--- config.mk ---
export PLATFORM = sky130hd
export DESIGN_NAME = bounded_ordered_list_engine_flat
export DESIGN_NICKNAME = d
export VERILOG_FILES = /design/src/hw/rtl/bole_pkg.sv /design/src/hw/rtl/bole_if.sv /design/src/hw/rtl/bole_ctrl.sv /design/src/hw/rtl/bole_dp.sv /design/src/hw/rtl/bounded_ordered_list_engine.sv /design/src/flat_wrapper.sv
export SDC_FILE = /design/constraint.sdc
export NUM_CORES = 1
export LEC_CHECK = 0
export BUFFER_PORTS_ARGS = -buffer_cell sky130_fd_sc_hd__buf_2
export CORE_UTILIZATION = 32
export CTS_BUF_LIST = sky130_fd_sc_hd__clkbuf_8
export CTS_CLUSTER_DIAMETER = 60
export DETAILED_ROUTE_END_ITERATION = 7
export SLEW_MARGIN = 40
export SYNTH_ARGS = -nofsm -noshare
export SYNTH_HDL_FRONTEND = slang
export SYNTH_SLANG_ARGS = --single-unit
--- constraint.sdc ---
create_clock -name clk_i -period 5.3 [get_ports clk_i]
set_input_delay 1.06 -clock clk_i [delete_from_list [all_inputs] [get_ports clk_i]]
set_output_delay 1.06 -clock clk_i [all_outputs]
set_load 0.01 [all_outputs]
--- src/hw/rtl/bole_pkg.sv ---
// ----------------------------------------------------------------------------
// Bounded ordered list engine package
// Shared constants, codes and the command and status records that join the
// controller and the datapath.
// ----------------------------------------------------------------------------
package bole_pkg;

  // Default sizes of the list store.
  localparam int DEF_CAPACITY   = 16;
  localparam int DEF_WORD_WIDTH = 32;

  // Fixed widths of the channel fields.
  localparam int OP_W  = 2;
  localparam int POS_W = 8;
  localparam int VAL_W = 32;
  localparam int ST_W  = 2;
  localparam int CNT_W = 5;

  // Operation codes of an input item.
  typedef enum logic [OP_W-1:0] {
    OP_INSERT = 2'd0,
    OP_DELETE = 2'd1,
    OP_SORT   = 2'd2,
    OP_DUMP   = 2'd3
  } op_e;

  // Result status codes.
  typedef enum logic [ST_W-1:0] {
    ST_OK     = 2'd0,
    ST_FULL   = 2'd1,
    ST_BADPOS = 2'd2,
    ST_EMPTY  = 2'd3
  } status_e;

  // Index register updates.
  typedef enum logic [2:0] {
    IDX_HOLD = 3'd0,
    IDX_LEN  = 3'd1,
    IDX_POS  = 3'd2,
    IDX_ZERO = 3'd3,
    IDX_INC  = 3'd4,
    IDX_DEC  = 3'd5
  } idx_cmd_e;

  // Read address selection relative to the index register.
  typedef enum logic [1:0] {
    RD_IDX    = 2'd0,
    RD_IDX_M1 = 2'd1,
    RD_IDX_P1 = 2'd2,
    RD_IDX_P2 = 2'd3
  } rd_sel_e;

  // Write data selection.
  typedef enum logic [1:0] {
    WR_RDATA = 2'd0,
    WR_VALUE = 2'd1,
    WR_SORT  = 2'd2,
    WR_CUR   = 2'd3
  } wr_sel_e;

  // Commands from the controller to the datapath.
  typedef struct packed {
    logic     in_take;
    idx_cmd_e idx_cmd;
    logic     rd_en;
    rd_sel_e  rd_sel;
    logic     wr_en;
    wr_sel_e  wr_sel;
    logic     len_inc;
    logic     len_dec;
    logic     end_ld;
    logic     end_dec;
    logic     swap_clr;
    logic     cur_ld;
    logic     sort_step;
    logic     res_load;
    logic     res_dump;
    status_e  res_status;
  } dp_cmd_t;

  // Status from the datapath to the controller.
  typedef struct packed {
    op_e  op;
    logic full;
    logic ins_bad;
    logic del_bad;
    logic len_lt2;
    logic len_zero;
    logic idx_ge_pos;
    logic idx_p1_lt_len;
    logic dump_last;
    logic sort_more;
    logic sort_again;
    logic out_free;
  } dp_stat_t;

endpackage

--- src/hw/rtl/bole_if.sv ---
// ----------------------------------------------------------------------------
// Bounded ordered list engine channels
// Valid/ready channels for operation requests and for results.
// ----------------------------------------------------------------------------
interface bole_in_if;
  import bole_pkg::*;

  logic                     valid;
  logic                     ready;
  logic [OP_W-1:0]          operation;
  logic [POS_W-1:0]         position;
  logic signed [VAL_W-1:0]  value;

  modport source (output valid, output operation, output position, output value,
                  input ready);
  modport sink (input valid, input operation, input position, input value,
                output ready);
endinterface

interface bole_out_if;
  import bole_pkg::*;

  logic                     valid;
  logic                     ready;
  logic [ST_W-1:0]          status;
  logic signed [VAL_W-1:0]  entry_value;
  logic [CNT_W-1:0]         entry_count;
  logic                     last;

  modport source (output valid, output status, output entry_value,
                  output entry_count, output last, input ready);
  modport sink (input valid, input status, input entry_value, input entry_count,
                input last, output ready);
endinterface

--- src/hw/rtl/bole_ctrl.sv ---
// ----------------------------------------------------------------------------
// Bounded ordered list engine controller
// One-hot state machine that sequences insert, delete, sort and dump over the
// datapath, with at most one memory read and one memory write per step.
// ----------------------------------------------------------------------------
module bole_ctrl (
  input  logic               clk_i,
  input  logic               rst_ni,
  input  logic               in_valid_i,
  output logic               in_ready_o,
  input  bole_pkg::dp_stat_t stat_i,
  output bole_pkg::dp_cmd_t  cmd_o
);
  import bole_pkg::*;

  typedef enum logic [12:0] {
    S_IDLE      = 13'b0_0000_0000_0001,
    S_CHECK     = 13'b0_0000_0000_0010,
    S_INS_RD    = 13'b0_0000_0000_0100,
    S_INS_WR    = 13'b0_0000_0000_1000,
    S_DEL_RD    = 13'b0_0000_0001_0000,
    S_DEL_WR    = 13'b0_0000_0010_0000,
    S_SRT_START = 13'b0_0000_0100_0000,
    S_SRT_LOAD  = 13'b0_0000_1000_0000,
    S_SRT_STEP  = 13'b0_0001_0000_0000,
    S_SRT_END   = 13'b0_0010_0000_0000,
    S_DUMP_RD   = 13'b0_0100_0000_0000,
    S_DUMP_EMIT = 13'b0_1000_0000_0000,
    S_RESULT    = 13'b1_0000_0000_0000
  } state_e;

  state_e  state_q, state_d;
  status_e st_q, st_d;

  // Next state and command decode.
  always_comb begin
    state_d    = state_q;
    st_d       = st_q;
    cmd_o      = '0;
    in_ready_o = 1'b0;
    case (state_q)
      S_IDLE: begin
        in_ready_o = 1'b1;
        if (in_valid_i) begin
          cmd_o.in_take = 1'b1;
          state_d       = S_CHECK;
        end
      end
      S_CHECK: begin
        case (stat_i.op)
          OP_INSERT: begin
            if (stat_i.full) begin
              st_d    = ST_FULL;
              state_d = S_RESULT;
            end else if (stat_i.ins_bad) begin
              st_d    = ST_BADPOS;
              state_d = S_RESULT;
            end else begin
              cmd_o.idx_cmd = IDX_LEN;
              state_d       = S_INS_RD;
            end
          end
          OP_DELETE: begin
            if (stat_i.del_bad) begin
              st_d    = ST_BADPOS;
              state_d = S_RESULT;
            end else begin
              cmd_o.idx_cmd = IDX_POS;
              state_d       = S_DEL_RD;
            end
          end
          OP_SORT: begin
            if (stat_i.len_lt2) begin
              st_d    = ST_OK;
              state_d = S_RESULT;
            end else begin
              cmd_o.end_ld   = 1'b1;
              cmd_o.swap_clr = 1'b1;
              cmd_o.idx_cmd  = IDX_ZERO;
              state_d        = S_SRT_START;
            end
          end
          OP_DUMP: begin
            if (stat_i.len_zero) begin
              st_d    = ST_EMPTY;
              state_d = S_RESULT;
            end else begin
              cmd_o.idx_cmd = IDX_ZERO;
              state_d       = S_DUMP_RD;
            end
          end
          default: begin
            st_d    = ST_OK;
            state_d = S_RESULT;
          end
        endcase
      end
      // Insert: shift the tail up by one, then place the new value.
      S_INS_RD: begin
        if (stat_i.idx_ge_pos) begin
          cmd_o.rd_en  = 1'b1;
          cmd_o.rd_sel = RD_IDX_M1;
          state_d      = S_INS_WR;
        end else begin
          cmd_o.wr_en   = 1'b1;
          cmd_o.wr_sel  = WR_VALUE;
          cmd_o.len_inc = 1'b1;
          st_d          = ST_OK;
          state_d       = S_RESULT;
        end
      end
      S_INS_WR: begin
        cmd_o.wr_en   = 1'b1;
        cmd_o.wr_sel  = WR_RDATA;
        cmd_o.idx_cmd = IDX_DEC;
        state_d       = S_INS_RD;
      end
      // Delete: shift the tail down by one over the removed entry.
      S_DEL_RD: begin
        if (stat_i.idx_p1_lt_len) begin
          cmd_o.rd_en  = 1'b1;
          cmd_o.rd_sel = RD_IDX_P1;
          state_d      = S_DEL_WR;
        end else begin
          cmd_o.len_dec = 1'b1;
          st_d          = ST_OK;
          state_d       = S_RESULT;
        end
      end
      S_DEL_WR: begin
        cmd_o.wr_en   = 1'b1;
        cmd_o.wr_sel  = WR_RDATA;
        cmd_o.idx_cmd = IDX_INC;
        state_d       = S_DEL_RD;
      end
      // Sort: one bubble pass carries the larger word forward in a register.
      S_SRT_START: begin
        cmd_o.rd_en  = 1'b1;
        cmd_o.rd_sel = RD_IDX;
        state_d      = S_SRT_LOAD;
      end
      S_SRT_LOAD: begin
        cmd_o.cur_ld = 1'b1;
        cmd_o.rd_en  = 1'b1;
        cmd_o.rd_sel = RD_IDX_P1;
        state_d      = S_SRT_STEP;
      end
      S_SRT_STEP: begin
        cmd_o.wr_en     = 1'b1;
        cmd_o.wr_sel    = WR_SORT;
        cmd_o.sort_step = 1'b1;
        cmd_o.idx_cmd   = IDX_INC;
        if (stat_i.sort_more) begin
          cmd_o.rd_en  = 1'b1;
          cmd_o.rd_sel = RD_IDX_P2;
        end else begin
          state_d = S_SRT_END;
        end
      end
      S_SRT_END: begin
        cmd_o.wr_en   = 1'b1;
        cmd_o.wr_sel  = WR_CUR;
        cmd_o.end_dec = 1'b1;
        if (stat_i.sort_again) begin
          cmd_o.swap_clr = 1'b1;
          cmd_o.idx_cmd  = IDX_ZERO;
          state_d        = S_SRT_START;
        end else begin
          st_d    = ST_OK;
          state_d = S_RESULT;
        end
      end
      // Dump: read each entry and hand it to the output register.
      S_DUMP_RD: begin
        cmd_o.rd_en  = 1'b1;
        cmd_o.rd_sel = RD_IDX;
        state_d      = S_DUMP_EMIT;
      end
      S_DUMP_EMIT: begin
        if (stat_i.out_free) begin
          cmd_o.res_load = 1'b1;
          cmd_o.res_dump = 1'b1;
          if (stat_i.dump_last) begin
            state_d = S_IDLE;
          end else begin
            cmd_o.idx_cmd = IDX_INC;
            state_d       = S_DUMP_RD;
          end
        end
      end
      S_RESULT: begin
        cmd_o.res_status = st_q;
        if (stat_i.out_free) begin
          cmd_o.res_load = 1'b1;
          state_d        = S_IDLE;
        end
      end
      default: begin
        state_d = S_IDLE;
      end
    endcase
  end

  // State registers.
  always_ff @(posedge clk_i or negedge rst_ni) begin
    if (!rst_ni) begin
      state_q <= S_IDLE;
      st_q    <= ST_OK;
    end else begin
      state_q <= state_d;
      st_q    <= st_d;
    end
  end

endmodule

--- src/hw/rtl/bole_dp.sv ---
// ----------------------------------------------------------------------------
// Bounded ordered list engine datapath
// Entry memory with one registered read port and one write port, the list
// length, the walking index, the sort carry and the result register.
// ----------------------------------------------------------------------------
module bole_dp #(
  parameter int CAPACITY   = bole_pkg::DEF_CAPACITY,
  parameter int WORD_WIDTH = bole_pkg::DEF_WORD_WIDTH
) (
  input  logic                             clk_i,
  input  logic                             rst_ni,
  input  bole_pkg::dp_cmd_t                cmd_i,
  output bole_pkg::dp_stat_t               stat_o,
  input  logic [bole_pkg::OP_W-1:0]        in_operation_i,
  input  logic [bole_pkg::POS_W-1:0]       in_position_i,
  input  logic signed [bole_pkg::VAL_W-1:0] in_value_i,
  output logic                             out_valid_o,
  input  logic                             out_ready_i,
  output logic [bole_pkg::ST_W-1:0]        out_status_o,
  output logic signed [bole_pkg::VAL_W-1:0] out_entry_value_o,
  output logic [bole_pkg::CNT_W-1:0]       out_entry_count_o,
  output logic                             out_last_o
);
  import bole_pkg::*;

  localparam int LW = $clog2(CAPACITY + 1);
  localparam int IW = $clog2(CAPACITY);
  localparam int CW = ((LW > POS_W) ? LW : POS_W) + 1;

  // Entry memory, no reset: only entries below the length are read.
  logic [WORD_WIDTH-1:0] mem_q [CAPACITY];
  logic [WORD_WIDTH-1:0] rdata_q;
  logic [IW-1:0]         rd_addr;
  logic [WORD_WIDTH-1:0] wr_data;

  op_e                   op_q;
  logic [POS_W-1:0]      pos_q;
  logic [WORD_WIDTH-1:0] val_q;
  logic [LW-1:0]         len_q, len_d;
  logic [IW-1:0]         idx_q, idx_d;
  logic [LW-1:0]         end_q, end_d;
  logic                  swapped_q, swapped_d;
  logic [WORD_WIDTH-1:0] cur_q, cur_d;

  logic                  out_valid_q;
  status_e               out_status_q;
  logic [VAL_W-1:0]      out_entry_q;
  logic [CNT_W-1:0]      out_count_q;
  logic                  out_last_q;

  logic [CW-1:0]         pos_w, len_w, idx_w, end_w, pos_m1;
  logic signed [63:0]    val_ext;
  logic [63:0]           rdata_ext;
  logic [15:0]           len_ext;
  logic                  cur_gt;
  logic                  out_free;

  // Compare operands at a common width.
  assign pos_w     = CW'(pos_q);
  assign len_w     = CW'(len_q);
  assign idx_w     = CW'(idx_q);
  assign end_w     = CW'(end_q);
  assign pos_m1    = pos_w - CW'(1);
  assign val_ext   = 64'(in_value_i);
  assign rdata_ext = 64'(rdata_q);
  assign len_ext   = 16'(len_q);
  assign cur_gt    = $signed(cur_q) > $signed(rdata_q);
  assign out_free  = !out_valid_q || out_ready_i;

  // Status toward the controller.
  always_comb begin
    stat_o.op            = op_q;
    stat_o.full          = len_w >= CW'(CAPACITY);
    stat_o.ins_bad       = (pos_w == '0) || (pos_w > len_w + CW'(1));
    stat_o.del_bad       = (pos_w == '0) || (pos_w > len_w);
    stat_o.len_lt2       = len_w < CW'(2);
    stat_o.len_zero      = len_w == '0;
    stat_o.idx_ge_pos    = idx_w >= pos_w;
    stat_o.idx_p1_lt_len = (idx_w + CW'(1)) < len_w;
    stat_o.dump_last     = (idx_w + CW'(1)) == len_w;
    stat_o.sort_more     = (idx_w + CW'(2)) < end_w;
    stat_o.sort_again    = swapped_q && (end_w > CW'(2));
    stat_o.out_free      = out_free;
  end

  // Read address and write data selection.
  always_comb begin
    case (cmd_i.rd_sel)
      RD_IDX:    rd_addr = idx_q;
      RD_IDX_M1: rd_addr = idx_q - IW'(1);
      RD_IDX_P1: rd_addr = idx_q + IW'(1);
      RD_IDX_P2: rd_addr = idx_q + IW'(2);
      default:   rd_addr = idx_q;
    endcase
    case (cmd_i.wr_sel)
      WR_RDATA: wr_data = rdata_q;
      WR_VALUE: wr_data = val_q;
      WR_SORT:  wr_data = cur_gt ? rdata_q : cur_q;
      WR_CUR:   wr_data = cur_q;
      default:  wr_data = rdata_q;
    endcase
  end

  // Index, length and sort pass bookkeeping.
  always_comb begin
    case (cmd_i.idx_cmd)
      IDX_HOLD: idx_d = idx_q;
      IDX_LEN:  idx_d = len_q[IW-1:0];
      IDX_POS:  idx_d = pos_m1[IW-1:0];
      IDX_ZERO: idx_d = '0;
      IDX_INC:  idx_d = idx_q + IW'(1);
      IDX_DEC:  idx_d = idx_q - IW'(1);
      default:  idx_d = idx_q;
    endcase

    len_d = len_q;
    if (cmd_i.len_inc) begin
      len_d = len_q + LW'(1);
    end else if (cmd_i.len_dec) begin
      len_d = len_q - LW'(1);
    end

    end_d = end_q;
    if (cmd_i.end_ld) begin
      end_d = len_q;
    end else if (cmd_i.end_dec) begin
      end_d = end_q - LW'(1);
    end

    swapped_d = swapped_q;
    cur_d     = cur_q;
    if (cmd_i.swap_clr) begin
      swapped_d = 1'b0;
    end
    if (cmd_i.cur_ld) begin
      cur_d = rdata_q;
    end else if (cmd_i.sort_step) begin
      if (cur_gt) begin
        swapped_d = 1'b1;
      end else begin
        cur_d = rdata_q;
      end
    end
  end

  // Memory ports.
  always_ff @(posedge clk_i) begin
    if (cmd_i.wr_en) begin
      mem_q[idx_q] <= wr_data;
    end
    if (cmd_i.rd_en) begin
      rdata_q <= mem_q[rd_addr];
    end
  end

  // Captured request and sort carry.
  always_ff @(posedge clk_i) begin
    if (cmd_i.in_take) begin
      op_q  <= op_e'(in_operation_i);
      pos_q <= in_position_i;
      val_q <= val_ext[WORD_WIDTH-1:0];
    end
    cur_q <= cur_d;
  end

  // Control registers.
  always_ff @(posedge clk_i or negedge rst_ni) begin
    if (!rst_ni) begin
      len_q     <= '0;
      idx_q     <= '0;
      end_q     <= '0;
      swapped_q <= 1'b0;
    end else begin
      len_q     <= len_d;
      idx_q     <= idx_d;
      end_q     <= end_d;
      swapped_q <= swapped_d;
    end
  end

  // Result register: holds one result until its transfer completes.
  always_ff @(posedge clk_i or negedge rst_ni) begin
    if (!rst_ni) begin
      out_valid_q <= 1'b0;
    end else if (cmd_i.res_load) begin
      out_valid_q <= 1'b1;
    end else if (out_ready_i) begin
      out_valid_q <= 1'b0;
    end
  end

  always_ff @(posedge clk_i) begin
    if (cmd_i.res_load) begin
      out_count_q <= len_ext[CNT_W-1:0];
      if (cmd_i.res_dump) begin
        out_status_q <= ST_OK;
        out_entry_q  <= rdata_ext[VAL_W-1:0];
        out_last_q   <= stat_o.dump_last;
      end else begin
        out_status_q <= cmd_i.res_status;
        out_entry_q  <= '0;
        out_last_q   <= 1'b1;
      end
    end
  end

  assign out_valid_o       = out_valid_q;
  assign out_status_o      = out_status_q;
  assign out_entry_value_o = out_entry_q;
  assign out_entry_count_o = out_count_q;
  assign out_last_o        = out_last_q;

  // The length moves by at most one entry per cycle.
  a_len_step: assert property (@(posedge clk_i) disable iff (!rst_ni)
    (len_q != $past(len_q)) |->
      ((len_q == $past(len_q) + LW'(1)) || (len_q == $past(len_q) - LW'(1))))
    else $error("list length jumped by more than one");

  // An insert never grows the list past its capacity.
  a_no_overflow: assert property (@(posedge clk_i) disable iff (!rst_ni)
    cmd_i.len_inc |-> (len_w < CW'(CAPACITY)))
    else $error("insert into a full list");

  // Writes stay within the list or at its first free slot.
  a_wr_in_list: assert property (@(posedge clk_i) disable iff (!rst_ni)
    cmd_i.wr_en |-> (idx_w <= len_w))
    else $error("memory write beyond the list");

  // A waiting result is never overwritten.
  a_no_overwrite: assert property (@(posedge clk_i) disable iff (!rst_ni)
    cmd_i.res_load |-> out_free)
    else $error("result register overwritten before its transfer");

endmodule

--- src/hw/rtl/bounded_ordered_list_engine.sv ---
// ----------------------------------------------------------------------------
// Bounded ordered list engine
// Ordered list of up to CAPACITY signed words with insert, delete, sort and
// dump operations, built as a controller and a memory-based datapath.
//
//   Channel  Dir  Handshake     Payload
//   in_ch_i  in   valid/ready   operation, position, value
//   out_ch_o out  valid/ready   status, entry_value, entry_count, last
//
// One item is in work at a time; each step makes at most one read and one write of the entry
// memory, whose single read port has a registered output. Insert shifts the entries from the
// position up by one, delete shifts the later entries down by one, sort makes bubble passes over
// the first n entries, n starting at the length and dropping by one per pass, and dump reads each entry.
// Reset leaves the list empty. A stalled result waits in the output register; the next item
// is taken meanwhile and only its results wait.
// ----------------------------------------------------------------------------
module bounded_ordered_list_engine #(
  parameter int CAPACITY   = bole_pkg::DEF_CAPACITY,
  parameter int WORD_WIDTH = bole_pkg::DEF_WORD_WIDTH
) (
  input  logic      clk_i,
  input  logic      rst_ni,
  bole_in_if.sink   in_ch_i,
  bole_out_if.source out_ch_o
);
  import bole_pkg::*;

  dp_cmd_t  cmd;
  dp_stat_t stat;

  // Operation sequencer.
  bole_ctrl u_ctrl (
    .clk_i      (clk_i),
    .rst_ni     (rst_ni),
    .in_valid_i (in_ch_i.valid),
    .in_ready_o (in_ch_i.ready),
    .stat_i     (stat),
    .cmd_o      (cmd)
  );

  // Entry store and result register.
  bole_dp #(
    .CAPACITY   (CAPACITY),
    .WORD_WIDTH (WORD_WIDTH)
  ) u_dp (
    .clk_i             (clk_i),
    .rst_ni            (rst_ni),
    .cmd_i             (cmd),
    .stat_o            (stat),
    .in_operation_i    (in_ch_i.operation),
    .in_position_i     (in_ch_i.position),
    .in_value_i        (in_ch_i.value),
    .out_valid_o       (out_ch_o.valid),
    .out_ready_i       (out_ch_o.ready),
    .out_status_o      (out_ch_o.status),
    .out_entry_value_o (out_ch_o.entry_value),
    .out_entry_count_o (out_ch_o.entry_count),
    .out_last_o        (out_ch_o.last)
  );

endmodule

--- src/flat_wrapper.sv ---
// flat-port wrapper written by rule: the top's interface ports become plain ports
module bounded_ordered_list_engine_flat import bole_pkg::*;
#(
  parameter int CAPACITY   = bole_pkg::DEF_CAPACITY,
  parameter int WORD_WIDTH = bole_pkg::DEF_WORD_WIDTH
)
  (clk_i, rst_ni, in_ch_i_valid, in_ch_i_operation, in_ch_i_position, in_ch_i_value, in_ch_i_ready, out_ch_o_valid, out_ch_o_status, out_ch_o_entry_value, out_ch_o_entry_count, out_ch_o_last, out_ch_o_ready);
  bole_in_if in_ch_i_i ();
  bole_out_if out_ch_o_i ();
  input  logic clk_i;
  input  logic rst_ni;
  input wire logic [$bits(in_ch_i_i.valid)-1:0] in_ch_i_valid;
  input wire logic [$bits(in_ch_i_i.operation)-1:0] in_ch_i_operation;
  input wire logic [$bits(in_ch_i_i.position)-1:0] in_ch_i_position;
  input wire logic [$bits(in_ch_i_i.value)-1:0] in_ch_i_value;
  output wire logic [$bits(in_ch_i_i.ready)-1:0] in_ch_i_ready;
  output wire logic [$bits(out_ch_o_i.valid)-1:0] out_ch_o_valid;
  output wire logic [$bits(out_ch_o_i.status)-1:0] out_ch_o_status;
  output wire logic [$bits(out_ch_o_i.entry_value)-1:0] out_ch_o_entry_value;
  output wire logic [$bits(out_ch_o_i.entry_count)-1:0] out_ch_o_entry_count;
  output wire logic [$bits(out_ch_o_i.last)-1:0] out_ch_o_last;
  input wire logic [$bits(out_ch_o_i.ready)-1:0] out_ch_o_ready;
  assign in_ch_i_i.valid = in_ch_i_valid;
  assign in_ch_i_i.operation = in_ch_i_operation;
  assign in_ch_i_i.position = in_ch_i_position;
  assign in_ch_i_i.value = in_ch_i_value;
  assign in_ch_i_ready = in_ch_i_i.ready;
  assign out_ch_o_valid = out_ch_o_i.valid;
  assign out_ch_o_status = out_ch_o_i.status;
  assign out_ch_o_entry_value = out_ch_o_i.entry_value;
  assign out_ch_o_entry_count = out_ch_o_i.entry_count;
  assign out_ch_o_last = out_ch_o_i.last;
  assign out_ch_o_i.ready = out_ch_o_ready;
  bounded_ordered_list_engine #(.CAPACITY(CAPACITY), .WORD_WIDTH(WORD_WIDTH)) u_core (.clk_i(clk_i), .rst_ni(rst_ni), .in_ch_i(in_ch_i_i), .out_ch_o(out_ch_o_i));
endmodule
==> metrics.md <==
| Metric | Value |
|---|---|
| WL per Instance | about 25 um |
| CP max FO | 41 |
| Mean Syn Cell Area | 18.5 um^2 |
| RSZ-0062 raised after global routing | no |
| DIE HEIGHT | 300 um |
| Static Leakage | 0.0111 uW |
| I/O pin count | 88 |
| Synth warnings | 0 |
| Die W | 300 um |
| Vias in the first global route | ~16000 |
| Post-synth EDFFs | between 600 and 700 |
| Post-synthesis instance area | 0.0284 mm^2 |
| Antenna violations before repair | 2 |
| Unique masters post-synth | 65 |
| DRT antenna net count | 0 |
| Vias per Instance | 5.21 |
| Delay-heaviest family, CP | compound AO/OA/AOI/OAI gates |
| Critical Setup Path Class | reg -> reg |
| Initial DRT Pass Iterations | 7 |
| Slew HR | approximately 43% |
| Global-route wire length before repair | 108 mm |
| Cell count after synthesis | between 1500 and 2000 |
| Setup WS pre-CTS | between 0.7 and 0.8 ns |
| Power Density | roughly 430 mW/mm^2 |
| Share of synthesized registers carrying an async set or reset | 4.50% |
| Worst r2r src | u_core.u_dp.idx_q[2]$_DFFE_PN0P_ |
| Post-DP HPWL | 43.2 mm |
| Inserted Clock Buffers | 111 |
| CTS root buffer | clkbuf_8 |
| Clock Sinks | 689 |
| Row count | 108 |
| Synth Register Bits | just under 700 |
| Syn Nets | 1654 |
| Largest net degree at the start of global routing | 45 |
| Crit path arrival time | just over 5 ns |
| CTS tree | done |
| Crit-path cells | ha_1 > nand2_1 > xor2_1 > inv_1 > ha_1 > o21ai_0 > a21oi_1 > o31a_1 > o21ai_2 > xnor2_2 > buf_12 > mux4_2 > a22oi_1 > nand2_1 |
| Layout cells sized above 1 | 28.5% |
| Layout Nets | 1834 |
| Sequential area share after synthesis | 72.2% |
| RR Endpoint | u_core.u_dp.rdata_q[10]$_DFFE_PP_ |
| Final setup violation count | 0 |
| Final Hold Viols | 0 |
| Multiplexer share of the synthesized area | ~13% |
| Port bufs | 87 |
| Setup TNS | 0 ns |
| Setup slack, reg-to-reg | between 0.6 and 0.7 ns |
| Critical path capture point type | register |
| Iteration-0 DRC Markers | 1507 |
| H-tree depth | 3 |
| CP startpoint | u_core.u_dp.idx_q[2]$_DFFE_PN0P_ |
| Setup ws final | 0.649 ns |
| CORE AREA | 0.0874 mm^2 |
| DP Area | 0.0306 mm^2 |
| Final GP Congestion | 0.838 |
| Buffer depth of the longest clock path | 3 |
| Top_reg_cell synth | edfxtp_1 |
| Adder-cell share of the synthesized area | 3.28% |
| Max stage delay on crit path | ~0.63 ns |
| Area Overhead vs Synth | 15.3% |
| Slew Viols, Final | 0 |
| Max cap viols | 0 |
| Post-synthesis compound-gate area fraction | 4.53% |
| Die Footprint | roughly 0.09 mm^2 |
| Total global routing overflow | 0 |
| Clk_lat worst skew | 0.76 ns |
| Count leader, synth | edfxtp_1 |
| GRT Overall Usage | 16.4% |
| Xor and xnor fraction of the mapped netlist area | 0.524% |
| Top post-synthesis cells by area | edfxtp_1, mux4_2, ha_1, dfrtp_1, mux2_2 |
| Worst min path class | in -> async |
| Final Skew | 0.0576 ns |
| Main combinational cell family by area after synthesis | multiplexers |
| Post-CTS Resized | 0 |
| Top-area cell type share of the netlist area | a little over two thirds |
| Synth area leader | edfxtp_1 |
| Worst vdd ir | approximately 270 uV |
| Hold_buf cts | 0 |
| Slowest CP cell | dfrtp_1 |
| Cell area after layout | 0.0328 mm^2 |
| Worst Tran Pin Value | roughly 0.85 ns |
| Upper clock frequency limit | 215 MHz |
| CP required | 5.76 ns |
| # Post-CTS Setup Buffers | 0 |
| Total number of vias | 15433 |
| Reg2reg path depth | 14 |
| Commonest cells in the netlist | edfxtp_1, mux4_2, ha_1 |
| Status | completed |
| Initial Util | 32.5% |
| Crit path launch type | register |
| Fin crit period | 4.65 ns |
| Remaining DRCs | 0 |
| Clock transition at the registers of the reported paths | around 0.06 ns |
| Simple-gate share of the synthesized area | about 4.8% |
| Bufs and invs on worst path | 2 |
| Tcrit/Tclk final | 87.8% |
| Total wire length | 73.8 mm |
metrics by stage:
step	util [%]	instances	hold WS, ns	power [uW]
after floorplan	-	1534	0.444	8810
after global placement	34.9	2753	0.452	9770
after detailed placement	35.0	2755	0.458	9810
after CTS	37.5	2958	0.359	14300
after global routing	37.5	2960	0.273	14800
final	37.5	2960	0.275	14200
cell type report:
type	count	area, um^2
multi-input cells	718	7470
clock inverters	90	602
flip-flops and latches	689	20500
inverters	62	233
diodes	1	2.50
clock buffers	113	1560
fillers	7985	54600
repair buffers	132	936
well taps	1155	1450
state kept, by name, indices dropped and copies added (netlist names), 5 cells and up:
name	cells
u_core.u_dp.mem_q	512
u_core.u_dp.cur_q	32
u_core.u_dp.out_entry_value_o	32
u_core.u_dp.rdata_q	32
u_core.u_dp.val_q	32
u_core.u_ctrl.state_q	13
u_core.u_dp.pos_q	8
u_core.u_dp.end_q	5
u_core.u_dp.len_q	5
u_core.u_dp.out_entry_count_o	5
worst max path at each step:
stage	endpoint	slack, ns	cells past startpoint
final	u_core.u_dp.rdata_q[10]$_DFFE_PP_	0.65	14
after global routing	u_core.u_dp.rdata_q[10]$_DFFE_PP_	0.34	14
after CTS	u_core.u_dp.rdata_q[10]$_DFFE_PP_	0.67	14
after detailed placement	u_core.u_dp.rdata_q[10]$_DFFE_PP_	0.71	14
after global placement	u_core.u_dp.rdata_q[10]$_DFFE_PP_	0.67	14
after floorplan	u_core.u_dp.cur_q[0]$_DFFE_PP_	0.85	9
cell usage in the layout (no fill, tap or decap), drive strengths merged, types with 5 or more instances in the layout:
| master | instances |
|---|---|
| nand3 | 9 |
| a21oi | 21 |
| a22oi | 65 |
| clkinv | 51 |
| nand2 | 57 |
| o21ai | 25 |
| nand2b | 12 |
| nor3b | 8 |
| xnor2 | 11 |
| a21o | 14 |
| a32oi | 5 |
| dfrtp | 30 |
| nand4 | 13 |
| mux2 | 66 |
| mux4 | 128 |
| bufinv | 5 |
| buf | 132 |
| inv | 92 |
| nor2b | 6 |
| nor2 | 41 |
| and2 | 24 |
| or3 | 6 |
| ha | 73 |
| o22ai | 5 |
| nor4 | 40 |
| edfxtp | 658 |
| clkbuf | 113 |
| a211oi | 5 |
| nor3 | 14 |
| xor2 | 6 |
| o21a | 11 |
metal layers:
layer	share of wire [%]	GRT usage [%]	routed length [um]	up-vias
met4	2.3	5.00	1680	2
li1	-	-	-	6617
met5	0.018	0	13	-
met3	7.2	3.93	5320	137
met2	47	25.7	34500	621
met1	44	22.7	32400	8056
report_power, final:
group | switching [uW] | internal (uW)
sequential | 156 | 6150
clock | 2190 | 2260
combinational | 1830 | 1570
total | 4180 | 9980
cells by family after synthesis:
| family | after synthesis |
|---|---|
| xor+xnor | 17 |
| simple gates | 250 |
| fa+ha+maj | 74 |
| flops | 689 |
| mux | 196 |
| buf+inv | 127 |
| compound gates | 181 |
No activity file was read; power rests on OpenSTA's default activity.
